File: src/rtl/assert_macros.svh
// ----------------------------------------------------------------------------
// Assertion macros
// Shared concurrent assertion helpers, clocked on clk and disabled in reset.
// ----------------------------------------------------------------------------
`ifndef ASSERT_MACROS_SVH
`define ASSERT_MACROS_SVH

`ifndef NO_ASSERTIONS

`define ASSERT_PROP(label, prop, msg) \
    label: assert property (@(posedge clk) disable iff (!rst_n) prop) else $error(msg);

`define ASSERT_NEVER(label, expr, msg) \
    label: assert property (@(posedge clk) disable iff (!rst_n) !(expr)) else $error(msg);

`else

`define ASSERT_PROP(label, prop, msg)

`define ASSERT_NEVER(label, expr, msg)

`endif

`endif

File: src/rtl/dttgd_pkg.sv
// ----------------------------------------------------------------------------
// Dual touch tap gesture detector package
// Item types, event codes and register indexes shared by all modules.
// ----------------------------------------------------------------------------
`default_nettype none

package dttgd_pkg;

    localparam int TIME_W      = 32;
    localparam int CFG_W       = 16;
    localparam int CFG_INDEX_W = 3;
    localparam int SRC_W       = 2;
    localparam int CODE_W      = 3;
    localparam int PAD_SLOTS   = 2;
    localparam int NUM_SLOTS   = 6;

    localparam int SLOT_PAD_A   = 0;
    localparam int SLOT_PAD_B   = 2;
    localparam int SLOT_SIMUL   = 4;
    localparam int SLOT_SWIPE   = 5;

    localparam logic [TIME_W-1:0] SIMUL_GAP_MS = 32'd100;

    localparam logic [SRC_W-1:0] SRC_PAD_A   = 2'd0;
    localparam logic [SRC_W-1:0] SRC_PAD_B   = 2'd1;
    localparam logic [SRC_W-1:0] SRC_GESTURE = 2'd2;

    localparam logic [CODE_W-1:0] EV_SINGLE       = 3'd0;
    localparam logic [CODE_W-1:0] EV_DOUBLE       = 3'd1;
    localparam logic [CODE_W-1:0] EV_LONG         = 3'd2;
    localparam logic [CODE_W-1:0] EV_HOLD_START   = 3'd3;
    localparam logic [CODE_W-1:0] EV_HOLD_RELEASE = 3'd4;

    localparam logic [CODE_W-1:0] GS_SWIPE_AB      = 3'd0;
    localparam logic [CODE_W-1:0] GS_SWIPE_BA      = 3'd1;
    localparam logic [CODE_W-1:0] GS_SIMUL_PRESS   = 3'd2;
    localparam logic [CODE_W-1:0] GS_SIMUL_RELEASE = 3'd3;

    localparam logic [CFG_INDEX_W-1:0] CFG_DEBOUNCE   = 3'd0;
    localparam logic [CFG_INDEX_W-1:0] CFG_TAP_LIMIT  = 3'd1;
    localparam logic [CFG_INDEX_W-1:0] CFG_LONG_PRESS = 3'd2;
    localparam logic [CFG_INDEX_W-1:0] CFG_DOUBLE_TAP = 3'd3;
    localparam logic [CFG_INDEX_W-1:0] CFG_SWIPE      = 3'd4;

    typedef struct packed {
        logic [TIME_W-1:0] time_ms;
        logic              touch_a;
        logic              touch_b;
    } sample_t;

    typedef struct packed {
        logic [SRC_W-1:0]  source;
        logic [CODE_W-1:0] event_code;
        logic [TIME_W-1:0] stamp_ms;
        logic [TIME_W-1:0] duration_ms;
        logic              last;
    } result_t;

    typedef struct packed {
        logic [CFG_W-1:0] debounce_ms;
        logic [CFG_W-1:0] tap_limit_ms;
        logic [CFG_W-1:0] long_press_ms;
        logic [CFG_W-1:0] double_tap_window_ms;
        logic [CFG_W-1:0] swipe_limit_ms;
    } cfg_t;

    typedef struct packed {
        logic              valid;
        logic [CODE_W-1:0] code;
        logic [TIME_W-1:0] duration;
    } pad_ev_t;

    typedef struct packed {
        logic [SRC_W-1:0]  source;
        logic [CODE_W-1:0] code;
        logic [TIME_W-1:0] duration;
    } slot_t;

    typedef struct packed {
        logic [TIME_W-1:0]           stamp_ms;
        logic [NUM_SLOTS-1:0]        mask;
        slot_t [NUM_SLOTS-1:0]       slots;
    } bundle_t;

endpackage

`default_nettype wire

File: src/rtl/dttgd_pad.sv
// ----------------------------------------------------------------------------
// Pad tap machine
// Debounces one pad and tracks taps, double taps, long press and hold.
// ----------------------------------------------------------------------------
`default_nettype none

module dttgd_pad
    import dttgd_pkg::*;
(
    input  logic                   clk,
    input  logic                   rst_n,
    input  logic                   take,
    input  logic [TIME_W-1:0]      now,
    input  logic                   raw,
    input  cfg_t                   cfg,
    output logic                   level,
    output pad_ev_t [PAD_SLOTS-1:0] ev
);

    typedef enum logic [2:0] {
        MODE_IDLE     = 3'd0,
        MODE_PRESSED  = 3'd1,
        MODE_RELEASED = 3'd2,
        MODE_WAIT     = 3'd3,
        MODE_HOLDING  = 3'd4
    } mode_t;

    mode_t             mode_reg, mode_next;
    logic              raw_prev_reg;
    logic              stable_reg, stable_next;
    logic [TIME_W-1:0] deb_start_reg, deb_start_next;
    logic [TIME_W-1:0] press_start_reg, press_start_next;
    logic [TIME_W-1:0] release_reg, release_next;
    logic [1:0]        tap_reg, tap_next, tap_inc;
    logic              lpd_reg, lpd_next;
    logic              hsd_reg, hsd_next;

    logic [TIME_W-1:0] deb_elapsed;
    logic [TIME_W-1:0] held;
    logic [TIME_W-1:0] since_release;
    logic              changed;
    logic              down;

    always_comb
    begin
        deb_start_next = (raw != raw_prev_reg) ? now : deb_start_reg;
        deb_elapsed    = (raw != raw_prev_reg) ? '0 : now - deb_start_reg;
        changed        = (deb_elapsed >= {16'b0, cfg.debounce_ms}) && (raw != stable_reg);
        stable_next    = changed ? raw : stable_reg;
        down           = stable_next;
        held           = now - press_start_reg;
        since_release  = now - release_reg;
        tap_inc        = (tap_reg == 2'd3) ? tap_reg : tap_reg + 2'd1;

        mode_next        = mode_reg;
        press_start_next = press_start_reg;
        release_next     = release_reg;
        tap_next         = tap_reg;
        lpd_next         = lpd_reg;
        hsd_next         = hsd_reg;
        ev               = '0;

        case (mode_reg)
            MODE_PRESSED:
            begin
                if (changed && !down)
                begin
                    release_next = now;
                    if (held < {16'b0, cfg.tap_limit_ms})
                    begin
                        tap_next  = tap_inc;
                        mode_next = MODE_WAIT;
                    end
                    else
                    begin
                        tap_next  = '0;
                        mode_next = MODE_IDLE;
                    end
                end
                else if (!changed && down)
                begin
                    if (held >= {16'b0, cfg.long_press_ms} && !lpd_reg)
                    begin
                        lpd_next  = 1'b1;
                        ev[0]     = '{valid: 1'b1, code: EV_LONG, duration: held};
                        mode_next = MODE_HOLDING;
                    end
                end
            end
            MODE_WAIT:
            begin
                if (changed && down)
                begin
                    press_start_next = now;
                    if (tap_inc >= 2'd2)
                    begin
                        ev[0]     = '{valid: 1'b1, code: EV_DOUBLE, duration: '0};
                        tap_next  = '0;
                        mode_next = MODE_RELEASED;
                    end
                    else
                    begin
                        tap_next  = tap_inc;
                        mode_next = MODE_PRESSED;
                    end
                end
                else if (!changed && !down)
                begin
                    if (since_release >= {16'b0, cfg.double_tap_window_ms})
                    begin
                        if (tap_reg == 2'd1)
                        begin
                            ev[0] = '{valid: 1'b1, code: EV_SINGLE, duration: '0};
                        end
                        tap_next  = '0;
                        mode_next = MODE_IDLE;
                    end
                end
            end
            MODE_HOLDING:
            begin
                if (!hsd_reg)
                begin
                    ev[0]    = '{valid: 1'b1, code: EV_HOLD_START, duration: '0};
                    hsd_next = 1'b1;
                end
                if (changed && !down)
                begin
                    ev[1]     = '{valid: 1'b1, code: EV_HOLD_RELEASE, duration: held};
                    tap_next  = '0;
                    mode_next = MODE_IDLE;
                end
            end
            MODE_RELEASED:
            begin
                if (changed && !down)
                begin
                    tap_next  = '0;
                    mode_next = MODE_IDLE;
                end
            end
            default:
            begin
                mode_next = MODE_IDLE;
                if (changed && down)
                begin
                    mode_next        = MODE_PRESSED;
                    press_start_next = now;
                    lpd_next         = 1'b0;
                    hsd_next         = 1'b0;
                end
            end
        endcase
    end

    assign level = stable_next;

    always_ff @(posedge clk or negedge rst_n)
    begin
        if (!rst_n)
        begin
            mode_reg        <= MODE_IDLE;
            raw_prev_reg    <= 1'b0;
            stable_reg      <= 1'b0;
            deb_start_reg   <= '0;
            press_start_reg <= '0;
            release_reg     <= '0;
            tap_reg         <= '0;
            lpd_reg         <= 1'b0;
            hsd_reg         <= 1'b0;
        end
        else if (take)
        begin
            mode_reg        <= mode_next;
            raw_prev_reg    <= raw;
            stable_reg      <= stable_next;
            deb_start_reg   <= deb_start_next;
            press_start_reg <= press_start_next;
            release_reg     <= release_next;
            tap_reg         <= tap_next;
            lpd_reg         <= lpd_next;
            hsd_reg         <= hsd_next;
        end
    end

endmodule

`default_nettype wire

File: src/rtl/dttgd_front.sv
// ----------------------------------------------------------------------------
// Detector front end
// Accepts samples, runs both pad machines and the two-pad gesture logic,
// and packs the events of one sample into a bundle for the queue.
// ----------------------------------------------------------------------------
`default_nettype none

module dttgd_front
    import dttgd_pkg::*;
(
    input  logic    clk,
    input  logic    rst_n,
    input  logic    sample_valid,
    output logic    sample_ready,
    input  sample_t sample_item,
    input  cfg_t    cfg,
    input  logic    full,
    output logic    push,
    output bundle_t bundle
);

    logic                   take;
    logic                   level_a;
    logic                   level_b;
    pad_ev_t [PAD_SLOTS-1:0] ev_a;
    pad_ev_t [PAD_SLOTS-1:0] ev_b;

    logic [1:0]              gprev_reg;
    logic [TIME_W-1:0]       gpress_reg [2];
    logic [TIME_W-1:0]       gpress_next [2];

    logic              a_on, b_on, a_off, b_off;
    logic [TIME_W-1:0] now;
    logic [TIME_W-1:0] gap_to_a, gap_to_b;
    logic              simul_press, simul_release, swipe_ab, swipe_ba;

    assign sample_ready = !full;
    assign take         = sample_valid && !full;
    assign now          = sample_item.time_ms;

    dttgd_pad u_pad_a (
        .clk   (clk),
        .rst_n (rst_n),
        .take  (take),
        .now   (now),
        .raw   (sample_item.touch_a),
        .cfg   (cfg),
        .level (level_a),
        .ev    (ev_a)
    );

    dttgd_pad u_pad_b (
        .clk   (clk),
        .rst_n (rst_n),
        .take  (take),
        .now   (now),
        .raw   (sample_item.touch_b),
        .cfg   (cfg),
        .level (level_b),
        .ev    (ev_b)
    );

    always_comb
    begin
        a_on  = level_a && !gprev_reg[0];
        b_on  = level_b && !gprev_reg[1];
        a_off = !level_a && gprev_reg[0];
        b_off = !level_b && gprev_reg[1];

        gpress_next[0] = a_on ? now : gpress_reg[0];
        gpress_next[1] = b_on ? now : gpress_reg[1];
        gap_to_a       = now - gpress_next[0];
        gap_to_b       = now - gpress_next[1];

        if (a_on && level_b)
        begin
            simul_press = gap_to_b < SIMUL_GAP_MS;
        end
        else if (b_on && level_a)
        begin
            simul_press = gap_to_a < SIMUL_GAP_MS;
        end
        else
        begin
            simul_press = 1'b0;
        end
        simul_release = a_off && b_off;
        swipe_ab = b_on && gprev_reg[0] && (gap_to_a != '0)
                   && (gap_to_a < {16'b0, cfg.swipe_limit_ms});
        swipe_ba = a_on && gprev_reg[1] && (gap_to_b != '0)
                   && (gap_to_b < {16'b0, cfg.swipe_limit_ms});

        bundle          = '0;
        bundle.stamp_ms = now;
        for (int i = 0; i < PAD_SLOTS; i++)
        begin
            bundle.mask[SLOT_PAD_A + i]  = ev_a[i].valid;
            bundle.slots[SLOT_PAD_A + i] = '{source: SRC_PAD_A, code: ev_a[i].code,
                                             duration: ev_a[i].duration};
            bundle.mask[SLOT_PAD_B + i]  = ev_b[i].valid;
            bundle.slots[SLOT_PAD_B + i] = '{source: SRC_PAD_B, code: ev_b[i].code,
                                             duration: ev_b[i].duration};
        end
        bundle.mask[SLOT_SIMUL]  = simul_press || simul_release;
        bundle.slots[SLOT_SIMUL] = '{source: SRC_GESTURE,
                                     code: simul_press ? GS_SIMUL_PRESS : GS_SIMUL_RELEASE,
                                     duration: '0};
        bundle.mask[SLOT_SWIPE]  = swipe_ab || swipe_ba;
        bundle.slots[SLOT_SWIPE] = '{source: SRC_GESTURE,
                                     code: swipe_ab ? GS_SWIPE_AB : GS_SWIPE_BA,
                                     duration: swipe_ab ? gap_to_a : gap_to_b};
    end

    assign push = take && (bundle.mask != '0);

    always_ff @(posedge clk or negedge rst_n)
    begin
        if (!rst_n)
        begin
            gprev_reg     <= '0;
            gpress_reg[0] <= '0;
            gpress_reg[1] <= '0;
        end
        else if (take)
        begin
            gprev_reg     <= {level_b, level_a};
            gpress_reg[0] <= gpress_next[0];
            gpress_reg[1] <= gpress_next[1];
        end
    end

endmodule

`default_nettype wire

File: src/rtl/dttgd_queue.sv
// ----------------------------------------------------------------------------
// Event bundle queue
// Short first-in first-out queue between the front end and the back end.
// ----------------------------------------------------------------------------
`default_nettype none
`include "assert_macros.svh"

module dttgd_queue
    import dttgd_pkg::*;
#(
    parameter int DEPTH = 4
)
(
    input  logic    clk,
    input  logic    rst_n,
    input  logic    push,
    input  bundle_t din,
    output logic    full,
    input  logic    pop,
    output logic    head_valid,
    output bundle_t head
);

    localparam int PTR_W = (DEPTH > 1) ? $clog2(DEPTH) : 1;
    localparam int CNT_W = $clog2(DEPTH + 1);
    localparam logic [PTR_W-1:0] LAST_PTR = PTR_W'(DEPTH - 1);
    localparam logic [CNT_W-1:0] FULL_CNT = CNT_W'(DEPTH);

    bundle_t          mem_reg [DEPTH];
    logic [PTR_W-1:0] wr_ptr_reg, rd_ptr_reg;
    logic [CNT_W-1:0] count_reg;

    assign full       = (count_reg == FULL_CNT);
    assign head_valid = (count_reg != '0);
    assign head       = mem_reg[rd_ptr_reg];

    always_ff @(posedge clk)
    begin
        if (push)
        begin
            mem_reg[wr_ptr_reg] <= din;
        end
    end

    always_ff @(posedge clk or negedge rst_n)
    begin
        if (!rst_n)
        begin
            wr_ptr_reg <= '0;
            rd_ptr_reg <= '0;
            count_reg  <= '0;
        end
        else
        begin
            if (push)
            begin
                wr_ptr_reg <= (wr_ptr_reg == LAST_PTR) ? '0 : wr_ptr_reg + 1'b1;
            end
            if (pop)
            begin
                rd_ptr_reg <= (rd_ptr_reg == LAST_PTR) ? '0 : rd_ptr_reg + 1'b1;
            end
            if (push && !pop)
            begin
                count_reg <= count_reg + 1'b1;
            end
            else if (pop && !push)
            begin
                count_reg <= count_reg - 1'b1;
            end
        end
    end

    `ASSERT_NEVER(a_push_full, push && full, "Item pushed into a full queue.")
    `ASSERT_NEVER(a_pop_empty, pop && !head_valid, "Item popped from an empty queue.")
    `ASSERT_PROP(a_count_step, push && !pop |=> count_reg == $past(count_reg) + 1'b1, "Queue count did not follow a push.")

endmodule

`default_nettype wire

File: src/rtl/dttgd_back.sv
// ----------------------------------------------------------------------------
// Detector back end
// Sends the events of the bundle at the queue head one at a time through
// the output register, in slot order, and marks the final one.
// ----------------------------------------------------------------------------
`default_nettype none
`include "assert_macros.svh"

module dttgd_back
    import dttgd_pkg::*;
(
    input  logic    clk,
    input  logic    rst_n,
    input  logic    head_valid,
    input  bundle_t head,
    output logic    pop,
    output logic    result_valid,
    input  logic    result_ready,
    output result_t result_item
);

    logic [NUM_SLOTS-1:0] sent_reg;
    logic [NUM_SLOTS-1:0] remaining;
    logic [NUM_SLOTS-1:0] pick;
    logic                 is_last;
    logic                 load;
    slot_t                chosen;
    logic                 result_valid_reg;
    result_t              result_reg;

    always_comb
    begin
        remaining = head.mask & ~sent_reg;
        pick      = remaining & (~remaining + 1'b1);
        is_last   = (remaining & ~pick) == '0;
        chosen    = '0;
        for (int i = 0; i < NUM_SLOTS; i++)
        begin
            if (pick[i])
            begin
                chosen = head.slots[i];
            end
        end
    end

    assign load = head_valid && (!result_valid_reg || result_ready);
    assign pop  = load && is_last;

    always_ff @(posedge clk or negedge rst_n)
    begin
        if (!rst_n)
        begin
            sent_reg         <= '0;
            result_valid_reg <= 1'b0;
        end
        else
        begin
            if (load)
            begin
                result_valid_reg <= 1'b1;
                sent_reg         <= is_last ? '0 : (sent_reg | pick);
            end
            else if (result_ready)
            begin
                result_valid_reg <= 1'b0;
            end
        end
    end

    always_ff @(posedge clk)
    begin
        if (load)
        begin
            result_reg <= '{source: chosen.source, event_code: chosen.code,
                            stamp_ms: head.stamp_ms, duration_ms: chosen.duration,
                            last: is_last};
        end
    end

    assign result_valid = result_valid_reg;
    assign result_item  = result_reg;

    `ASSERT_NEVER(a_head_empty, head_valid && (remaining == '0), "Queued bundle is empty.")
    `ASSERT_PROP(a_pick_onehot, head_valid |-> $onehot0(pick), "More than one slot picked.")
    `ASSERT_PROP(a_pop_clears, pop |=> sent_reg == '0, "Sent mask not cleared.")

endmodule

`default_nettype wire

File: src/rtl/dual_touch_tap_gesture_detector.sv
// ----------------------------------------------------------------------------
// Dual touch tap gesture detector
// Debounced tap, double tap, long press and hold events for two touch pads,
// plus simultaneous press, simultaneous release and swipe gestures.
// ----------------------------------------------------------------------------
// A sample is accepted in every cycle while the internal queue has room; its
// state update is registered on acceptance. Each event then leaves through
// the output register at one result per cycle while result_ready is high, so
// a sample gives one result per event, and one with no event is not queued.
// The queue of QUEUE_DEPTH bundles absorbs bursts; sample_ready drops only
// when it is full. Registers are written through the cfg port, which is always
// ready; writes to an index past the last register are ignored.
`default_nettype none

module dual_touch_tap_gesture_detector
    import dttgd_pkg::*;
#(
    parameter int QUEUE_DEPTH = 4
)
(
    input  logic                   clk,
    input  logic                   rst_n,
    input  logic                   sample_valid,
    output logic                   sample_ready,
    input  sample_t                sample_item,
    output logic                   result_valid,
    input  logic                   result_ready,
    output result_t                result_item,
    input  logic                   cfg_valid,
    output logic                   cfg_ready,
    input  logic [CFG_INDEX_W-1:0] cfg_index,
    input  logic [CFG_W-1:0]       cfg_data
);

    cfg_t    cfg_reg;
    logic    full;
    logic    push;
    logic    pop;
    logic    head_valid;
    bundle_t bundle;
    bundle_t head;

    assign cfg_ready = 1'b1;

    always_ff @(posedge clk or negedge rst_n)
    begin
        if (!rst_n)
        begin
            cfg_reg.debounce_ms          <= 16'd50;
            cfg_reg.tap_limit_ms         <= 16'd300;
            cfg_reg.long_press_ms        <= 16'd1000;
            cfg_reg.double_tap_window_ms <= 16'd300;
            cfg_reg.swipe_limit_ms       <= 16'd500;
        end
        else if (cfg_valid)
        begin
            case (cfg_index)
                CFG_DEBOUNCE:   cfg_reg.debounce_ms          <= cfg_data;
                CFG_TAP_LIMIT:  cfg_reg.tap_limit_ms         <= cfg_data;
                CFG_LONG_PRESS: cfg_reg.long_press_ms        <= cfg_data;
                CFG_DOUBLE_TAP: cfg_reg.double_tap_window_ms <= cfg_data;
                CFG_SWIPE:      cfg_reg.swipe_limit_ms       <= cfg_data;
                default:        ;
            endcase
        end
    end

    dttgd_front u_front (
        .clk          (clk),
        .rst_n        (rst_n),
        .sample_valid (sample_valid),
        .sample_ready (sample_ready),
        .sample_item  (sample_item),
        .cfg          (cfg_reg),
        .full         (full),
        .push         (push),
        .bundle       (bundle)
    );

    dttgd_queue #(
        .DEPTH (QUEUE_DEPTH)
    ) u_queue (
        .clk        (clk),
        .rst_n      (rst_n),
        .push       (push),
        .din        (bundle),
        .full       (full),
        .pop        (pop),
        .head_valid (head_valid),
        .head       (head)
    );

    dttgd_back u_back (
        .clk          (clk),
        .rst_n        (rst_n),
        .head_valid   (head_valid),
        .head         (head),
        .pop          (pop),
        .result_valid (result_valid),
        .result_ready (result_ready),
        .result_item  (result_item)
    );

endmodule

`default_nettype wire
File: config.mk
export PLATFORM = sky130hd
export DESIGN_NAME = dual_touch_tap_gesture_detector
export DESIGN_NICKNAME = d
export VERILOG_FILES = /design/src/rtl/dttgd_pkg.sv /design/src/rtl/dttgd_pad.sv /design/src/rtl/dttgd_front.sv /design/src/rtl/dttgd_queue.sv /design/src/rtl/dttgd_back.sv /design/src/rtl/dual_touch_tap_gesture_detector.sv
export VERILOG_INCLUDE_DIRS = /design/src /design/src/rtl
export SDC_FILE = /design/constraint.sdc
export NUM_CORES = 2
export LEC_CHECK = 0
export ABC_AREA = 1
export BUFFER_PORTS_ARGS = -buffer_cell sky130_fd_sc_hd__buf_4
export CORE_MARGIN = 8
export CORE_UTILIZATION = 60
export CTS_CLUSTER_DIAMETER = 40
export CTS_CLUSTER_SIZE = 20
export DETAILED_ROUTE_END_ITERATION = 10
export HOLD_SLACK_MARGIN = 0.08
export PLACE_DENSITY = 0.76
export SYNTH_ARGS = -nofsm -noshare
export SYNTH_HDL_FRONTEND = slang
export SYNTH_HIERARCHICAL = 1
export SYNTH_SLANG_ARGS = --single-unit
File: constraint.sdc
create_clock -name clk -period 34 [get_ports clk]
set_input_delay 1.7 -clock clk [delete_from_list [all_inputs] [get_ports clk]]
set_output_delay 1.7 -clock clk [all_outputs]
set_load 0.01 [all_outputs]
==> metrics.md <==
| Metric | Value |
|---|---|
| First-pass GRT wire length | 408000 microns |
| Drt via density | 5.63 |
| Final HPWL DP | 196000 microns |
| Status | finished clean |
| Synth top area share | 38.2% |
| Max VDD drop | 0.0761 mV |
| Final hold violation count | 0 |
| Post-Syn Area | 0.0874 sq mm |
| Distinct cells, synth | 69 |
| Clock Tree Buf Depth | 3 |
| RSZ-0062 raised after global routing | false |
| Largest net degree at the start of global routing | 250 |
| Clock sinks | 1480 |
| Final setup vio count | 0 |
| Max-Cap Viols | 0 |
| Final ANT Viol Nets | 0 |
| Layout cells sized above 1 | 8.05% |
| Die area | 0.158 sq mm |
| Synthesis-to-layout area growth | 9.87% |
| Final hold slack | 0.471 ns |
| Max reg flops | 1040 |
| Clock latency at the later pin of the worst-skew pair | 0.85 ns |
| Rel. slew slack | 17.7% |
| Post-synth top cells | 3375 x nand2_1, 1919 x inv_1, 1110 x edfxtp_1 |
| Synth Warn # | 6 |
| CP required | 34.42 ns |
| Synth area leader | edfxtp_1 |
| Crit-path slowest cell | buf_4 |
| Clk_skew | 0.0647 ns |
| Slew @ Worst Pin | 1.23 ns |
| Clk root buf | clkbuf_16 |
| Row cnt | 140 |
| Pwr Total | 9.46 mW |
| Setup bufs post-CTS | 0 |
| Critical path's largest stage delay | 1.08 ns |
| Cts-stage hold buffer count | 0 |
| Worst Slack Setup Final | 21.39 ns |
| Nets | 11000 |
| GPL Wtd Cong | 1.01 |
| Critical path class | input pin to flip-flop |
| CP Max Fanout | 130 |
| Initial antenna violation count | 10 |
| Crit path DAT | 13.04 ns |
| Count leader, synth | nand2_1 |
| Synth Register Bits | 1480 |
| Core area | 0.145 sq mm |
| Total GRT Usage | 34.0% |
| Startpoint class of the critical path | input pin |
| Post-synth EDFFs | 1110 |
| Reg clk slew, reported paths | 0.06 ns |
| Port Buffer Count | 129 |
| Die W | 398 microns |
| Place WS | 20.79 ns |
| P_leak | 45.8 nW |
| CTS resizes | 0 |
| Worst Hold Class | flip-flop to flip-flop |
| Initial core utilization | 60.2% |
| Final setup TNS | 0 ns |
| Routed via count | 71400 |
| Post-layout minimum cycle time | 12.61 ns |
| Max Fclk | 79.3 MHz |
| P per Cell Area | 98.5 mW/mm^2 |
| Vias in the first global route | 67700 |
| Avg Inst Size Synth | 8.29 sq um |
| GRT overflow | 0 |
| R2R cell count | 49 |
| CTS H-tree lvls | 4 |
| Sequential-to-total area share from yosys stat | 48.8% |
| Boundary Pins | 131 |
| DR WL/cell | 21.7 microns |
| Routed WL | 275000 microns |
| Synth top area cells | edfxtp_1 38%, nand2_1 14%, dfrtp_1 9.9% |
| Synth async-reset ratio | 25.0% |
| CTS tree | yes |
| Final period util | 37.1% |
| Most used DFF post-synth | edfxtp_1 |
| Die height | 398 microns |
| WHS Path Cells | 2 |
| Drt pass-1 iters | 6 |
| Initial DRC Count | 7655 |
| CTS buffer count | 190 |
| Slew Viols, Final | 0 |
| Worst Setup End Kind | flip-flop |
| Mapped Cells | 10500 |
| Fillers | 11800 |
| DRC viols | 0 |
-- report_power, final --
part / switching, mW / total [mW] / internal, mW
Clock: 0.873 / 2.09 / 1.22
Sequential: 0.180 / 2.59 / 2.41
Combinational: 3.37 / 4.78 / 1.40
Total: 4.43 / 9.46 / 5.03
-- cell usage in the layout (no fill, tap or decap), types with 52 or more instances in the layout --
cell	n
o21ai_1	52
clkbuf_16	190
nor2_1	572
nand2_2	60
nand2_1	3373
edfxtp_1	1110
nor2_4	63
nand4_1	173
dfrtp_1	346
o21ai_0	307
xor2_1	72
o211ai_1	534
ha_1	398
nor3_1	63
inv_1	1911
a21oi_1	307
buf_4	188
nand3_1	397
conb_1	55
-- critical path: cells and delay by family --
kind | cells | cell delay [ns]
simple gates | 21 | 3.90
fa+ha+maj | 5 | 1.32
buf+inv | 12 | 3.91
compound gates | 10 | 1.94
-- cell type report --
type                            instances  area, sq um  area share (%)
Timing Repair Buffer                  192         1490            1.55
Antenna cell                            6         15.0          0.0156
Clock buffer                          211         4880            5.09
Tap cell                             1917         2400            2.50
Clock inverter                        150         1940            2.02
Multi-Input combinational cell       6752        35200            36.7
Sequential cell                      1480        42600            44.4
Inverter                             1966         7430            7.74
-- cell families (layout without fill, tap and decap cells) --
family,Yosys count,in the layout,synth area share [%]
AOI/OAI and AO/OA,1312,1312,9.45
xor gates and xnor gates,88,88,0.899
adders and majority gates,405,405,5.86
buffers and inverters,2358,2519,11.2
DFF,1480,1480,48.8
muxes,42,42,0.481
other,5,61,0.0215
and+or+nand+nor,4850,4850,23.3
-- stage by stage --
stage	std cells	instance area, sq um	util (%)
6_report	12700	96000	66.2
3_5_place_dp	12300	89200	61.5
5_1_grt	12700	96000	66.2
4_1_cts	12700	96000	66.2
2_1_floorplan	10600	87600	-
3_3_place_gp	12300	89200	61.5
-- per-layer routing --
metal / vias up / track usage, % / wire length, microns
met4: 4 / 17.9 / 16200
met5: - / 0 / 26
met3: 579 / 5.77 / 23100
met1: 33600 / 44.1 / 108000
li1: 34100 / - / -
met2: 3072 / 55.1 / 127000
-- final timing paths --
path                                                                from  slack [ns]                                              end
max in group asynchronous                                          rst_n       30.93                          cfg_reg[30]$_DFFE_PN0P_
worst min-delay path                              cfg_reg[5]$_DFFE_PN1P_        0.47                           cfg_reg[5]$_DFFE_PN1P_
worst max register to register  u_front/u_pad_a/raw_prev_reg$_DFFE_PN0P_       22.31                 u_queue/mem_reg[3][13]$_DFFE_PP_
worst min register to register                    cfg_reg[5]$_DFFE_PN1P_        0.47                           cfg_reg[5]$_DFFE_PN1P_
worst max-delay path                                      sample_item[3]       21.39                 u_queue/mem_reg[3][13]$_DFFE_PP_
min in group asynchronous                                          rst_n        0.85  u_front/u_pad_b/press_start_reg[28]$_DFFE_PN0P_
(Power assumes the default switching activity.)
